`src/rtl/bmt_pkg.sv`:
```
// Shared constants, types and beat layout for the band matrix transform.
package bmt_pkg;

  // Geometry and number formats
  localparam int MAX_BANDS      = 6;
  localparam int SAMPLE_BITS    = 16;
  localparam int COEF_FRAC_BITS = 12;
  localparam int COEF_BITS      = 16;
  localparam int IDX_W          = 6;
  localparam int ACT_W          = 3;
  localparam int STORE_DEPTH    = MAX_BANDS * MAX_BANDS;

  // Band count and cell select widths
  localparam int BAND_W = $clog2(MAX_BANDS + 1);
  localparam int SEL_W  = (MAX_BANDS > 1) ? $clog2(MAX_BANDS) : 1;

  // Datapath widths: one product, and the sum of all products of a row
  localparam int PROD_W = SAMPLE_BITS + COEF_BITS;
  localparam int ACC_W  = PROD_W + $clog2(MAX_BANDS) + 1;

  // Stream widths
  localparam int IN_DATA_W  = IDX_W + COEF_BITS + MAX_BANDS * SAMPLE_BITS;
  localparam int S_TDATA_W  = ((IN_DATA_W + 7) / 8) * 8;
  localparam int OUT_DATA_W = MAX_BANDS * SAMPLE_BITS;
  localparam int M_TDATA_W  = ((OUT_DATA_W + 7) / 8) * 8;

  // Register port
  localparam int APB_ADDR_W = 3;
  localparam int APB_DATA_W = 32;
  localparam logic [APB_ADDR_W-3:0] REG_ACTIVE_BANDS = '0;
  localparam logic [ACT_W-1:0] ACTIVE_RESET = ACT_W'(6);

  // Item kind carried in tuser
  typedef enum logic {
    MODE_LOAD  = 1'b0,
    MODE_PIXEL = 1'b1
  } mode_e;

  // One item as it travels down the row of cells
  typedef struct packed {
    mode_e                                mode;
    logic [IDX_W-1:0]                     idx;
    logic [COEF_BITS-1:0]                 value;
    logic [MAX_BANDS-1:0][SAMPLE_BITS-1:0] band;
    logic [MAX_BANDS-1:0][ACC_W-1:0]      acc;
  } beat_t;

  // Controls broadcast to every cell
  typedef struct packed {
    logic              en;
    logic [BAND_W-1:0] n;
  } ctrl_t;

endpackage

```
`src/rtl/bmt_round.sv`:
```
// Rounds the row sums to samples, saturates them and masks inactive bands.
module bmt_round (
  input  logic [bmt_pkg::BAND_W-1:0]                                n_i,
  input  logic [bmt_pkg::MAX_BANDS-1:0][bmt_pkg::ACC_W-1:0]         acc_i,
  output logic [bmt_pkg::MAX_BANDS-1:0][bmt_pkg::SAMPLE_BITS-1:0]   band_o,
  output logic                                                      sat_o
);
  import bmt_pkg::*;

  localparam logic signed [ACC_W-1:0] HI   = ACC_W'((64'sd1 <<< (SAMPLE_BITS - 1)) - 64'sd1);
  localparam logic signed [ACC_W-1:0] LO   = -HI - ACC_W'(1);
  localparam logic signed [ACC_W-1:0] HALF = ACC_W'(64'sd1 <<< (COEF_FRAC_BITS - 1));

  // Round half up, then clip each active row
  always_comb begin
    logic signed [ACC_W-1:0] rnd;
    logic signed [ACC_W-1:0] shf;
    sat_o = 1'b0;
    for (int j = 0; j < MAX_BANDS; j++) begin
      rnd = $signed(acc_i[j]) + HALF;
      shf = rnd >>> COEF_FRAC_BITS;
      if (BAND_W'(j) >= n_i) begin
        band_o[j] = '0;
      end else if (shf > HI) begin
        band_o[j] = HI[SAMPLE_BITS-1:0];
        sat_o     = 1'b1;
      end else if (shf < LO) begin
        band_o[j] = LO[SAMPLE_BITS-1:0];
        sat_o     = 1'b1;
      end else begin
        band_o[j] = shf[SAMPLE_BITS-1:0];
      end
    end
  end

endmodule

```
`config.mk`:
```
export PLATFORM = sky130hd
export DESIGN_NAME = bmt_round
export DESIGN_NICKNAME = d
export VERILOG_FILES = /design/src/rtl/bmt_pkg.sv /design/src/rtl/bmt_round.sv
export SDC_FILE = /design/constraint.sdc
export NUM_CORES = 1
export LEC_CHECK = 0
export BUFFER_PORTS_ARGS = -buffer_cell sky130_fd_sc_hd__buf_2
export CAP_MARGIN = 20
export CORE_AREA = 2 2 122 124
export DETAILED_ROUTE_END_ITERATION = 8
export DIE_AREA = 0 0 124 126
export GPL_TIMING_DRIVEN = 0
export REMOVE_ABC_BUFFERS = 1
export SETUP_SLACK_MARGIN = 0.3
export SYNTH_ARGS = -nofsm -noshare
export SYNTH_HDL_FRONTEND = slang
export SYNTH_SLANG_ARGS = --single-unit
```
`constraint.sdc`:
```
create_clock -name vclk -period 4.6
set_clock_uncertainty 0.05 [all_clocks]
set_input_delay 0.23 -clock vclk [all_inputs]
set_output_delay 0.23 -clock vclk [all_outputs]
set_load 0.01 [all_outputs]
```
Word level (Yosys, flattened, before mapping)
Index checks and enable logic that the tools add are counted.
W data, S select, Z words.
- register bits: 0
- input port bits: 219
- output and inout bits: 97
- logic and storage cells: 60
- add/subtract/negate cells: 6
- magnitude comparators: 18
- muxes and demuxes: 36
- operators by type and width (cell ; count):
    $mux W16 ; 18
    $add A36 B13 Y36 const B ; 6
    $gt A24 B16 Y1 const B ; 6
    $lt A24 B16 Y1 const B ; 6
    $mux W1 ; 18
    $ge A1 B3 Y1 const A ; 2
    $ge A2 B3 Y1 const A ; 2
    $ge A3 B3 Y1 const A ; 2

Depth between registers and ports, before layout
- depth in word-level cells: 20
- depth in mapped cells: 11
- depth with buffers taken out: 9

Least setup slack after synthesis
No wires, ideal clock.
- path type: input port to output port
- start: input acc_i[191] in the netlist's numbering
- end: output sat_o
- data arrival time: 2.552 ns
- required time: 4.320 ns
- slack: 1.768 ns
- stages: 10
- path buffers: 1
- path through: ha_1 -> and4_1 -> and4b_1 -> clkbuf_1 -> or4_1 -> a32o_1 -> o22ai_1 -> and3_1 -> a21oi_1 -> or4_1
- word-level cells in the longest chain between the ends: 5
- elaborated cells on any way between the ends: 6
- classes of those cells: 1 x add/sub; 2 x order compare; 3 x mux
- ends and longest elaborated chain (what ; RTL line ; source):
    from (decl) ; bmt_round.sv:4 ; input logic [bmt_pkg::MAX_BANDS-1:0][bmt_pkg::ACC_W-1:0] acc_i,
    $add A36 B13 Y36 * ; bmt_round.sv:20 ; rnd = $signed(acc_i[j]) + HALF;
    $lt A24 B16 Y1 ; bmt_round.sv:27 ; end else if (shf < LO) begin
    $mux W1 ; bmt_round.sv:27 ;
    $mux W1 * ; bmt_round.sv:24 ; end else if (shf > HI) begin
    $mux W1 * ; bmt_round.sv:22 ; if (BAND_W'(j) >= n_i) begin
    to (decl) ; bmt_round.sv:6 ; output logic sat_o
Mark *: on every way between the ends. The rest lies on a longest branch, timed or not.

Final worst setup path
- start: input acc_i[17] in the netlist's numbering
- end: output sat_o
- word-level cells in the longest chain between the ends: 20
- elaborated cells on any way between the ends: 21
- classes of those cells: 1 x add/sub; 2 x order compare; 18 x mux
- ends and longest elaborated chain (what ; RTL line):
    $add A36 B13 Y36 * ; bmt_round.sv:20
    $lt A24 B16 Y1 ; bmt_round.sv:27
    $mux W1 ; bmt_round.sv:27
    $mux W1 * ; bmt_round.sv:24
    $mux W1 * ; bmt_round.sv:22
    $mux W1 ; bmt_round.sv:27
    $mux W1 ; bmt_round.sv:24
    $mux W1 * ; bmt_round.sv:22
    [4 not listed] ; n/a
    $mux W1 ; bmt_round.sv:24
    $mux W1 * ; bmt_round.sv:22
    $mux W1 ; bmt_round.sv:27
    $mux W1 ; bmt_round.sv:24
    $mux W1 * ; bmt_round.sv:22
    $mux W1 ; bmt_round.sv:27
    $mux W1 ; bmt_round.sv:24
    $mux W1 * ; bmt_round.sv:22
Marked as above.

==> metrics.md <==
| Metric | Value |
|---|---|
| Setup crit start kind | primary input |
| Top cell type by total area after synthesis | xor2_1 |
| Minimum clock period | roughly 3.7 ns |
| Synth Cell Area | between 0.004 and 0.005 sq mm |
| Syn Area/Cell | 6.300 sq um |
| Leakage power | roughly 2.2 nW |
| Multi-input logic area | ~0.0040 sq mm |
| First-pass GRT wire length | ~24 mm |
| Drt pass-1 iters | 4 |
| CP dominant cell by count | buf_2 |
| Hold path cells | 4 |
| Headroom to the max-slew limit | around 33% |
| Post-route ant nets | 0 |
| Period utilization | between 80% and 90% |
| Pin slew with the least headroom to its limit | 1.002 ns |
| Status | finished, final reports clean |
| Gpl congestion | ~0.9 |
| Clk_buf instances | 0 |
| CP Class | in2out |
| WP data required | ~4.3 ns |
| Cells after synthesis | between 600 and 700 |
| Max Freq | 268.3 MHz |
| Vias per inst | roughly 5.4 |
| Pins over their slew limit | 0 |
| GRT overflow | 0 |
| Leading post-synthesis cells by cell area | xor2_1 13%, xnor2_1 9.7%, o21ai_0 9.1%, nand3_1 6.4%, nand2_1 5.0% |
| Worst path cell trace | buf_2 -> and3_1 -> nand4_4 -> nor4_2 -> mux2i_1 -> a32oi_1 -> o31ai_2 -> nand4_1 -> or4_1 -> buf_2 |
| Io pins | ~320 |
| Slowest-stage cell, CP | o31ai_2 |
| Die W | ~120 um |
| Post-synth top area share | a little over an eighth |
| DRC errors left | 0 |
| Wire per inst | 14.32 um |
| Fin Hold WS | between 0.7 and 0.8 ns |
| Pwr Density | ~77 mW/mm^2 |
| Hold Path Sink | band_o[59] |
| Max cap viols | 0 |
| Layout cells sized above 1 | about a third |
| Final setup fails | 0 |
| Data arrival, critical path | roughly 3.5 ns |
| Synthesis warning total | 0 |
| RSZ-0062 raised after global routing | no |
| Distinct cell type count after synthesis | 67 |
| Post-synthesis sequential area ratio | 0% |
| Post-DP HPWL | 12.83 mm |
| Total track usage | roughly 18% |
| DR iter-0 viols | 337 |
| Final Hold Fails | 0 |
| Most frequent cells in the layout | 250 x buf_2, 75 x o21ai_0, 62 x xor2_1 |
| CP max stage delay | 0.78 ns |
| Setup Fix Bufs, Post-CTS | 0 |
| Layout fillers | about 1,600 |
| Crit path capture type | primary output |
| Initial antenna violation count | 2 |
| Largest net degree at the start of global routing | 16 |
| Setup_tns | 0 ns |
| Most common cell after layout, fill and taps aside | buf_2 |
| Routed WL | 15.29 mm |
| Worst-path maximum fanout | 14 |
| Hold path start | acc_i[131] |
| Port Buffers | 250 |
| Post-CTS Resized | 0 |
| Die Ht | roughly 130 um |
| Area taken by flip-flops and latches | 0 sq um |
| FFs & Latches | 0 |
| Vias after detailed routing | 5,763 |
| Maximum vdd drop | 0.03606 mV |
| Area Overhead vs Synth | 33.41% |
| Hold Path Class | in2out |
| Std-Cell Rows | 44 |
| CTS Hold Bufs | 0 |
| Nets | ~1,100 |
| Vias in the first global route | 5,249 |
| Initial core utilization | between 20% and 30% |
| CORE AREA | roughly 0.014 sq mm |
| Die ar. | 0.01562 sq mm |
layout make-up:
cell class	count	share of cell area (%)
multi-input combinational	622	72.35
timing repair buffer	251	22.76
tap	184	4.163
inverter	10	0.6787
antenna	1	0.04525
through the flow:
step           setup WS, ns  cell area [sq um]  utilization (%)  instances  power (mW)
2_1_floorplan         1.684               4039                -        632      0.2035
4_1_cts              0.7596               5520            38.57       1066      0.4287
3_5_place_dp         0.7703               5520            38.57       1066      0.4268
5_1_grt              0.4835               5530            38.64       1068      0.4771
6_report             0.8734               5530            38.64       1068      0.4273
3_3_place_gp         0.8216               5520            38.57       1066      0.4260
power breakdown:
part	internal, mW	leakage, nW	switching (mW)	total, mW
Clock	0.0000000291	0.00000634	0	0.0000000291
Sequential	0	0	0	0
Combinational	0.177	2.22	0.250	0.427
per-layer routing:
metal / vias to the layer above / track usage, % / part of all wire (%)
li1: 2925 / - / -
met1: 2607 / 22.22 / 42
met2: 211 / 33.87 / 49
met3: 18 / 2.717 / 7.9
met4: 2 / 1.785 / 0.95
met5: - / 0 / 0.085
Yosys cell counts (3+ instances only):
| master | n |
|---|---|
| o31ai_1 | 5 |
| or3_1 | 11 |
| a31oi_1 | 12 |
| nand4_1 | 29 |
| nor4_1 | 11 |
| buf_2 | 4 |
| or2_2 | 4 |
| nor3_1 | 13 |
| nand3b_1 | 3 |
| ha_1 | 6 |
| nand4_2 | 3 |
| nand2b_1 | 10 |
| inv_1 | 10 |
| or4_1 | 6 |
| nor3b_1 | 7 |
| o21ai_0 | 75 |
| xor2_1 | 62 |
| and2_1 | 6 |
| nor4b_1 | 3 |
| nor2_1 | 48 |
| o211ai_1 | 5 |
| nand2_1 | 55 |
| nand3_1 | 53 |
| mux2i_1 | 6 |
| or2_1 | 3 |
| o22ai_1 | 3 |
| xnor2_1 | 46 |
| clkbuf_1 | 20 |
| nor2b_1 | 6 |
| a21oi_1 | 18 |
| o21ai_1 | 25 |
| and4_1 | 10 |
| nor3_2 | 7 |
| and3_1 | 28 |
worst max-delay path, delay by kind of cell:
kind | cells | cell delay [ns]
and+or+nand+nor | 5 | 1.83
AOI/OAI and AO/OA | 2 | 0.88
buffers and inverters | 2 | 0.28
muxes | 1 | 0.23
kinds of logic after synthesis:
kind of cell,Yosys count,synth area share [%]
XOR/XNOR,108,22.82
AND/OR/NAND/NOR,330,45.55
adder cells (fa/ha/maj),6,1.811
AO/OA/AOI/OAI,170,24.36
multiplexers,8,1.992
buffers and inverters,36,3.471
worst max-delay path by stage:
stage	startpoint	end	slack, ns	cells past startpoint
finish	acc_i[17]	sat_o	0.87	10
global route	acc_i[20]	sat_o	0.48	10
CTS	acc_i[155]	sat_o	0.76	11
detailed placement	acc_i[155]	sat_o	0.77	11
global placement	acc_i[156]	sat_o	0.82	11
floorplan	acc_i[18]	sat_o	1.68	8
Power figures use the tool's default switching activity.
